--- config.mk ---
export PLATFORM = sky130hd
export DESIGN_NAME = two_channel_servo_pulse_sequencer_top
export DESIGN_NICKNAME = d
export VERILOG_FILES = /design/src/rtl/sps_pkg.sv /design/src/rtl/sps_cfg_regs.sv /design/src/rtl/sps_core.sv /design/src/rtl/two_channel_servo_pulse_sequencer_top.sv
export SDC_FILE = /design/constraint.sdc
export NUM_CORES = 1
export LEC_CHECK = 0
export BUFFER_PORTS_ARGS = -buffer_cell sky130_fd_sc_hd__buf_2
export CAP_MARGIN = 20
export CORE_UTILIZATION = 30
export DETAILED_ROUTE_END_ITERATION = 7
export PLACE_DENSITY = 0.48
export SLEW_MARGIN = 10
export SYNTH_ARGS = -nofsm -noshare
export SYNTH_HDL_FRONTEND = slang
export SYNTH_HIERARCHICAL = 1
export SYNTH_SLANG_ARGS = --single-unit
--- constraint.sdc ---
create_clock -name clk -period 12 [get_ports clk]
set_clock_uncertainty 0.2 [all_clocks]
set_input_delay 0.6 -clock clk [delete_from_list [all_inputs] [get_ports clk]]
set_output_delay 0.6 -clock clk [all_outputs]
set_load 0.02 [all_outputs]
--- src/rtl/sps_pkg.sv ---
package sps_pkg;

	localparam int unsigned POS_W      = 12;
	localparam int unsigned TIMER_W    = 8;
	localparam int unsigned NUM_SERVOS = 2;

	localparam logic [POS_W-1:0]   POS_RESET   = 12'h400;
	localparam logic [POS_W-1:0]   POS_MAX     = 12'hFFF;
	localparam logic [TIMER_W-1:0] GAP_PERIODS = 8'd25;

	typedef enum logic [1:0] {
		FUNC_TICK = 2'd0,
		FUNC_SET  = 2'd1,
		FUNC_READ = 2'd2,
		FUNC_NONE = 2'd3
	} func_t;

	typedef enum logic [0:0] {
		REG_MIN_POSITION = 1'b0,
		REG_MAX_POSITION = 1'b1
	} reg_idx_t;

	typedef struct packed {
		func_t            func;
		logic             servo_select;
		logic [POS_W-1:0] new_position;
	} item_t;

	typedef struct packed {
		logic             pulse_0;
		logic             pulse_1;
		logic [POS_W-1:0] read_position;
	} result_t;

	typedef struct packed {
		logic [POS_W-1:0] min_position;
		logic [POS_W-1:0] max_position;
	} cfg_t;

endpackage

--- src/rtl/sps_cfg_regs.sv ---
module sps_cfg_regs (
	input  logic               clk,
	input  logic               arst_n,
	input  logic               psel,
	input  logic               penable,
	input  logic               pwrite,
	input  logic [2:0]         paddr,
	input  logic [31:0]        pwdata,
	output logic [31:0]        prdata,
	output logic               pready,
	output sps_pkg::cfg_t      cfg
);
	import sps_pkg::*;

	logic [POS_W-1:0] min_q;
	logic [POS_W-1:0] max_q;
	reg_idx_t         idx;
	logic             wr_en;

	assign pready = 1'b1;
	assign idx    = reg_idx_t'(paddr[2]);
	assign wr_en  = psel && penable && pwrite && pready;

	always_ff @(posedge clk or negedge arst_n) begin
		if (!arst_n) begin
			min_q <= '0;
			max_q <= POS_MAX;
		end else if (wr_en) begin
			unique case (idx)
				REG_MIN_POSITION: min_q <= pwdata[POS_W-1:0];
				REG_MAX_POSITION: max_q <= pwdata[POS_W-1:0];
				default: ;
			endcase
		end
	end

	always_comb begin
		prdata = '0;
		unique case (idx)
			REG_MIN_POSITION: prdata = {{(32-POS_W){1'b0}}, min_q};
			REG_MAX_POSITION: prdata = {{(32-POS_W){1'b0}}, max_q};
			default: prdata = '0;
		endcase
	end

	assign cfg.min_position = min_q;
	assign cfg.max_position = max_q;

endmodule

--- src/rtl/sps_core.sv ---
module sps_core (
	input  logic             clk,
	input  logic             arst_n,
	input  logic             en,
	input  sps_pkg::item_t   item,
	input  sps_pkg::cfg_t    cfg,
	output sps_pkg::result_t result
);
	import sps_pkg::*;

	typedef enum logic [1:0] {
		PH_PULSE0 = 2'd0,
		PH_PULSE1 = 2'd1,
		PH_GAP    = 2'd2,
		PH_UNUSED = 2'd3
	} phase_t;

	logic [TIMER_W-1:0] timer_q, timer_d;
	logic [TIMER_W-1:0] count_q, count_d;
	phase_t             phase_q, phase_d;
	logic [POS_W-1:0]   pos_q [NUM_SERVOS];
	logic [1:0]         lvl_q, lvl_d;
	logic [TIMER_W-1:0] timer_inc;
	logic [TIMER_W-1:0] count_dec;
	logic [POS_W-1:0]   start_pos;
	logic [TIMER_W-1:0] start_low;
	logic [TIMER_W-1:0] start_high;
	logic [POS_W-1:0]   clamp_hi;
	logic [POS_W-1:0]   clamp_pos;

	assign timer_inc  = timer_q + 8'd1;
	assign count_dec  = count_q - 8'd1;
	assign start_pos  = (phase_q == PH_PULSE0) ? pos_q[0] : pos_q[1];
	assign start_low  = start_pos[7:0];
	assign start_high = {{(2*TIMER_W-POS_W){1'b0}}, start_pos[POS_W-1:TIMER_W]};
	assign clamp_hi   = (item.new_position > cfg.max_position) ?
	                    cfg.max_position : item.new_position;
	assign clamp_pos  = (clamp_hi < cfg.min_position) ? cfg.min_position : clamp_hi;

	always_comb begin
		timer_d = timer_q;
		count_d = count_q;
		phase_d = phase_q;
		lvl_d   = lvl_q;
		if (item.func == FUNC_TICK) begin
			timer_d = timer_inc;
			if (timer_inc == '0) begin
				count_d = count_dec;
				if (count_dec == '0 || count_dec[TIMER_W-1]) begin
					unique case (phase_q)
						PH_PULSE0, PH_PULSE1: begin
							lvl_d   = (phase_q == PH_PULSE0) ? {lvl_q[1], 1'b1} : 2'b10;
							phase_d = (phase_q == PH_PULSE0) ? PH_PULSE1 : PH_GAP;
							if (start_low != '0) begin
								timer_d = 8'd0 - start_low;
								count_d = start_high;
							end else begin
								timer_d = '0;
								count_d = start_high - 8'd1;
							end
						end
						PH_GAP, PH_UNUSED: begin
							lvl_d   = {1'b0, lvl_q[0]};
							count_d = GAP_PERIODS;
							phase_d = PH_PULSE0;
						end
						default: ;
					endcase
				end
			end
		end
	end

	always_ff @(posedge clk or negedge arst_n) begin
		if (!arst_n) begin
			timer_q  <= '0;
			count_q  <= 8'd1;
			phase_q  <= PH_PULSE0;
			lvl_q    <= '0;
			pos_q[0] <= POS_RESET;
			pos_q[1] <= POS_RESET;
		end else if (en) begin
			timer_q <= timer_d;
			count_q <= count_d;
			phase_q <= phase_d;
			lvl_q   <= lvl_d;
			if (item.func == FUNC_SET) begin
				pos_q[item.servo_select] <= clamp_pos;
			end
		end
	end

	always_comb begin
		result.pulse_0       = lvl_d[0];
		result.pulse_1       = lvl_d[1];
		result.read_position = (item.func == FUNC_READ) ? pos_q[item.servo_select] : '0;
	end

endmodule

--- src/rtl/two_channel_servo_pulse_sequencer_top.sv ---
// Two-channel servo pulse sequencer. Each input word is a tick, a position set or a
// position read, selected by s_axis_tuser; every word yields exactly one output word
// carrying both servo levels after that word and, for reads, the stored position.
// A word is registered at the input, processed by combinational compare and count logic,
// and its result registered at the output, so one word is accepted every clock cycle
// while the output is not stalled. While a result waits, the input register can take
// one word and then holds it. The min and max clamp registers sit at byte addresses
// 0 and 4 of the APB port and should be written only while no words are in flight.
module two_channel_servo_pulse_sequencer_top (
	input  logic        clk,
	input  logic        arst_n,
	input  logic        s_axis_tvalid,
	output logic        s_axis_tready,
	input  logic [15:0] s_axis_tdata,  // servo_select[0], new_position[12:1], zero fill
	input  logic [1:0]  s_axis_tuser,  // func[1:0]
	output logic        m_axis_tvalid,
	input  logic        m_axis_tready,
	output logic [15:0] m_axis_tdata,  // pulse_0[0], pulse_1[1], read_position[13:2]
	input  logic        psel,
	input  logic        penable,
	input  logic        pwrite,
	input  logic [2:0]  paddr,
	input  logic [31:0] pwdata,
	output logic [31:0] prdata,
	output logic        pready
);
	import sps_pkg::*;

	item_t   item_s1;
	logic    valid_s1;
	result_t res_d;
	result_t res_s2;
	logic    valid_s2;
	logic    advance;
	cfg_t    cfg;

	assign advance       = valid_s1 && (!valid_s2 || m_axis_tready);
	assign s_axis_tready = !valid_s1 || advance;

	always_ff @(posedge clk or negedge arst_n) begin
		if (!arst_n) begin
			valid_s1 <= 1'b0;
			valid_s2 <= 1'b0;
		end else begin
			if (s_axis_tready) begin
				valid_s1 <= s_axis_tvalid;
			end
			if (advance) begin
				valid_s2 <= 1'b1;
			end else if (m_axis_tready) begin
				valid_s2 <= 1'b0;
			end
		end
	end

	always_ff @(posedge clk) begin
		if (s_axis_tready && s_axis_tvalid) begin
			item_s1.func         <= func_t'(s_axis_tuser);
			item_s1.servo_select <= s_axis_tdata[0];
			item_s1.new_position <= s_axis_tdata[POS_W:1];
		end
		if (advance) begin
			res_s2 <= res_d;
		end
	end

	sps_cfg_regs u_cfg (
		.clk     (clk),
		.arst_n  (arst_n),
		.psel    (psel),
		.penable (penable),
		.pwrite  (pwrite),
		.paddr   (paddr),
		.pwdata  (pwdata),
		.prdata  (prdata),
		.pready  (pready),
		.cfg     (cfg)
	);

	sps_core u_core (
		.clk    (clk),
		.arst_n (arst_n),
		.en     (advance),
		.item   (item_s1),
		.cfg    (cfg),
		.result (res_d)
	);

	assign m_axis_tvalid = valid_s2;
	assign m_axis_tdata  = {2'b00, res_s2.read_position, res_s2.pulse_1, res_s2.pulse_0};

endmodule

Word-level counts from Yosys, hierarchy flattened --
Index checks and enable logic that the tools add are counted.
Word-level totals: flip-flop bits (word level) 99, bits of input ports 60, output and inout bits 51, logic and storage cells 81
Operators by class: $add $sub $neg 4, $lt $le $gt $ge 4, equal/unequal tests 5, multiplexer cells 26, bitwise operators 2, reduce and logical (&&, ||, !) cells 24
Operator list (count):
- 12-bit 2-to-1 mux | 7
- 32-bit case mux with 2 select lines | 1
- 8-bit 2-to-1 mux | 6
- 24-bit bitwise mux | 1
- 8-bit logical NOT | 2
- 8-bit case mux with 2 select lines | 1
- 12-bit demux with 1-bit select | 1
- 12-bit greater-than comparator | 1
- 12-bit less-than comparator | 1
- 2-bit 2-to-1 mux | 5
- 8-bit by 1-bit adder with 8-bit output (second input constant) | 1
- 2-bit case mux with 2 select lines | 2
- 2-bit AND reduction | 4
- 8-bit nonzero test | 1
- 1-bit by 8-bit subtractor with 8-bit output (first input constant) | 1
- 8-bit by 1-bit subtractor with 8-bit output (second input constant) | 1
- 2-bit equality test (second input constant) | 3
- 1-bit logical AND | 5
- 4-bit by 1-bit subtractor with 5-bit output (second input constant) | 1
- 2-bit by 1-bit equality test with 1-bit output (second input constant) | 2
- 2-bit logical NOT | 2
- 4-bit AND reduction | 1
- 2-bit OR reduction | 2
- 1-bit logical OR | 3
- 8 further kinds | 10

Logic depth before layout (Yosys ltp) --
word-level depth 7, depth in mapped cells 17, gate-level depth less buffers 15

Cells and area by module --
The synthesis kept the hierarchy.
By module, submodules not included:
- sps_core | times used 1, cells each 437, area an instance 3676.0 µm², sequential area each 1104.8 µm²
- sps_cfg_regs | times used 1, cells each 88, area an instance 1287.5 µm², sequential area each 615.6 µm²
- two_channel_servo_pulse_sequencer_top | times used 1, cells each 40, area an instance 993.5 µm², sequential area each 920.9 µm²

Worst setup path before layout --
No wires, ideal clock.
path type flip-flop to flip-flop, from register u_cfg.max_q[1], to register u_core/pos_q[2] in the netlist's numbering, arrival time 3.868 ns, path slack 7.801 ns, stages on the path, launching flop included 18, buffers on the path 2, period minus slack after synthesis 4.199 ns, cells stage by stage dfstp_2 > inv_1 > ha_1 > nor2b_1 > o211ai_1 > a211o_1 > a31oi_1 > buf_2 > mux2_2 > ha_1 > nand4_1 > nor3_1 > nand4_1 > o31a_1 > o311ai_2 > buf_4 > mux2i_1 > o21ai_0
Between the ends: longest elaborated chain between the ends 5
RTL lines:
- from (decl) | line sps_cfg_regs.sv:16 | logic [POS_W-1:0] max_q;
- from (signal assigned) | line sps_cfg_regs.sv:31 | REG_MAX_POSITION: max_q <= pwdata[POS_W-1:0];
- 12-bit greater-than comparator | line sps_core.sv:36 | assign clamp_hi = (item.new_position > cfg.max_position) ?
- 12-bit 2-to-1 mux (*) | line sps_core.sv:36
- 12-bit less-than comparator | line sps_core.sv:38 | assign clamp_pos = (clamp_hi < cfg.min_position) ? cfg.min_position : clamp_hi;
- 12-bit 2-to-1 mux (*) | line sps_core.sv:38
- 24-bit bitwise mux (*) | line sps_core.sv:88 | pos_q[item.servo_select] <= clamp_pos;
- to (signal, indexed assignment) | line sps_core.sv:88
- to (decl) | line sps_core.sv:21 | logic [POS_W-1:0] pos_q [NUM_SERVOS];
Mark *: on every way between the ends. The rest lies on a longest branch, timed or not. A chain may end at the register's enable or synchronous reset.

Worst setup path in the final report --
from register u_cfg.max_q[9], to register u_core/pos_q[14] in the netlist's numbering
The elaborated chain is that of the path after synthesis.

==> results.md <==
* Initial antenna violation count at 0
* Initial Util at between 30% and 40%
* Area growth syn-to-layout at 12.2%
* Post-synthesis sequential area ratio at 44.3%
* Synth Area in Adders at 6.09%
* Violated checks: DRC
* TritonCTS Sinks at 99
* CP required at 12,000 ps
* EDFF count, synth at 29
* Buf/Inv on CP at 3
* Total power at 1.30 mW
* CTS Buffer Depth at 2
* Largest delay share family, worst path: compound AO/OA/AOI/OAI gates
* Count leader, synth: dfrtp_1
* Number of vias per cell at around 4.8
* Maximum fanout along the worst path at 12
* Setup violators final at 0
* Synth Cell Area at around 6000 sq um
* Top-area cell type share of the netlist area at a little under a quarter
* Largest cells by area after synthesis: dfrtp_1 (23%), edfxtp_1 (15%), mux2_2 (7.0%)
* Final ANT Viol Nets at 0
* Mux contribution to synthesized area at 15.9%
* Routed vias at 4,284
* Gr ovfl total at 0
* Netlist cell types at between 60 and 70
* Post-Synth XOR/XNOR Area at roughly 2%
* RR Endpoint: u_core/pos_q[14]$_DFFE_PN0P_
* Actual slew at the worst max-slew pin at 961 ps
* Critical R2R Launch: u_cfg/max_q[9]$_DFFE_PN1P_
* Clk Latency, worst-skew pair at 360 ps
* Largest family of logic cells by synthesized area: multiplexers
* Global-route wire length before repair at 21,600 microns
* Static Leak at 2.94 nW
* TritonCTS Buffers at 9
* DRC viols at 2
* Vias in the first global route at 4,299
* GPL Wtd Cong at 0.814
* Worst vdd ir at 0.0000874 V
* Clock root cell: clkbuf_16
* Avg Cell Area, Syn at ~11 sq um
* Outcome: finished, violations left
* Die Ht at approximately 140 microns
* Slowest cell on crit path: dfstp_2
* Crit path launch type: flop
* Post-CTS Setup Bufs at 0
* Post-synth top flop: dfrtp_1
* Crit path DAT at 5000 ps
* TritonCTS clock tree: built
* Cts repair resizes at 0
* DR iter-0 viols at approximately 190
* HP Class: in2reg
* Cell mode on critical path: nand4_1
* Core Box Area at 19,500 sq um
* Synth cell count leaders: dfrtp_1 (55), nand2_1 (50), mux2i_1 (38), o21ai_0 (38), mux2_2 (37)
* ANT cells at 0
* Hold path cells at 1
* Die W at 143 microns
* Cells after Synth at 565
* Hold path start: s_axis_tdata[7]
* Share of cells above drive strength 1 at 24.7%
* Synth Area in Compound Gates at 11.3%
* Hold Violations, Final at 0
* Nets at 704
* Simple-gate share of the synthesized area at between 10% and 20%
* IO Port Bufs at 62
* Num rows at 51
* Max Fclk at 200 MHz
* Final Cycle Share at 41.7%
* Depth of the CTS H-tree at 3
* # fillers at approximately 2,000
* Post-layout minimum cycle time at 5010 ps
* Max Slew Vio Count at 0
* Crit end category: flop
* Die area at between 20,000 and 25,000 sq um
* Fin Hold WS at 219 ps
* Cells along the critical path: inv_1, ha_1, nand4_1, a211o_1, a31oi_1, buf_4, mux2_2, ha_1, nand4_1, nor3_1, nand4_1, o31a_1, o311ai_2, buf_4, mux2i_1, o21ai_0
* Reg2reg setup slack at 6990 ps
* # IOs at 111
* Final instance area at 6680 sq um
* Largest net degree at the start of global routing at roughly 70
* Kind of critical path: reg2reg
* Number of synthesized register bits at 99
* Clock Pin Slew Worst Setup and Hold Paths at 70 ps
* Routed len/inst at 15.1 microns
* Warnings, synthesis at 6
* Dpl hpwl at between 9000 and 10,000 microns
* Placed inst area at 6420 sq um
* RSZ-0062 raised after global routing: no
* Post-synth ARST share at 70.7%
* Cell taking the most area after synthesis: dfrtp_1
* Crit path largest cell delay at approximately 560 ps
* Slew margin rel. at 35.9%
* Hold_buf cts at 0
* Post-Route WL at 13,300 microns
* Iteration count of the initial detailed-routing pass at 6
* Setup TNS at 0 ps
* R2R depth at 16
* Cell Pwr Density at 194 nW/um^2
* Gr usage total at around 14%
* Min-Delay Endpoint: item_s1[6]$_DFFE_PP_
* MaxCap Viol Count at 0
stage by stage:
step / instances / setup WS, ps / utilization, %
after floorplan: 585 / 7800 / -
after global placement: 869 / 7010 / 33.0
after detailed placement: 869 / 7030 / 33.0
after CTS: 885 / 6980 / 34.3
after global routing: 885 / 6720 / 34.3
final: 885 / 6990 / 34.3
worst max path at each step:
stage / from / end / slack, ps / depth (start not counted)
final: u_cfg/max_q[9]$_DFFE_PN1P_ / u_core/pos_q[14]$_DFFE_PN0P_ / 6990 / 16
after global routing: u_cfg/max_q[9]$_DFFE_PN1P_ / u_core/pos_q[14]$_DFFE_PN0P_ / 6720 / 16
after CTS: u_cfg/max_q[9]$_DFFE_PN1P_ / u_core/pos_q[14]$_DFFE_PN0P_ / 6980 / 16
after detailed placement: u_cfg/max_q[11]$_DFFE_PN1P_ / u_core/pos_q[14]$_DFFE_PN0P_ / 7030 / 16
after global placement: u_cfg/max_q[9]$_DFFE_PN1P_ / u_core/pos_q[2]$_DFFE_PN0P_ / 7010 / 16
after floorplan: u_cfg/max_q[1]$_DFFE_PN1P_ / u_core/pos_q[2]$_DFFE_PN0P_ / 7800 / 17
metal layers:
| layer | up-vias | wire length [microns] | global-route usage, % |
|---|---|---|---|
| met2 | 96 | 6450 | 23.3 |
| met5 | - | 0 | 0 |
| li1 | 2093 | - | - |
| met1 | 2072 | 6060 | 17.0 |
| met4 | 0 | 341 | 6.96 |
| met3 | 23 | 476 | 2.38 |
power by group:
| group | total [mW] | switching (mW) | internal [mW] |
|---|---|---|---|
| Sequential | 0.527 | 0.0907 | 0.436 |
| Clock | 0.269 | 0.128 | 0.141 |
| Combinational | 0.499 | 0.277 | 0.222 |
kinds of logic after synthesis:
kind of cell,count (synthesis)
mux,85
xor+xnor,14
buf+inv,79
simple gates,153
fa+ha+maj,29
other cells,3
compound gates,103
flops,99
registers in the layout, indices dropped and copies added, names as in the netlist:
signal,cells
u_core/timer_q,8
m_axis_tvalid,1
valid_s1,1
u_core/lvl_q,2
m_axis_tdata,14
u_cfg/min_q,12
u_core/pos_q,24
u_core/count_q,8
item_s1,15
u_core/phase_q,2
u_cfg/max_q,12
area by class of cell:
| class | instances | area (sq um) | area share [%] |
|---|---|---|---|
| clock inverter | 4 | 27.5 | 0.412 |
| multi-input combinational | 407 | 2980 | 44.6 |
| tap | 265 | 332 | 4.96 |
| clock buffer | 12 | 236 | 3.54 |
| sequential | 99 | 2640 | 39.5 |
| timing repair buffer | 67 | 348 | 5.20 |
| inverter | 31 | 116 | 1.74 |
layout by cell type (no fill, tap or decap), drive strengths merged, types with 4 or more instances in the layout:
cell    netlist  routed
buf          35      67
dfrtp        55      55
nand2        50      50
mux2         47      47
mux2i        38      38
o21ai        38      38
nor2         34      34
inv          31      32
edfxtp       29      29
ha           29      29
conb          3      23
nor3         18      18
dfstp        15      15
a21oi        15      15
clkbuf       13      12
xnor2        10      10
nand3        10      10
a31oi         8       8
nand2b        7       7
nand4         7       7
a21o          6       6
o31ai         5       5
o211ai        4       4
o21a          4       4
o32ai         4       4
xor2          4       4
nand3b        4       4
(Power assumes the default switching activity.)
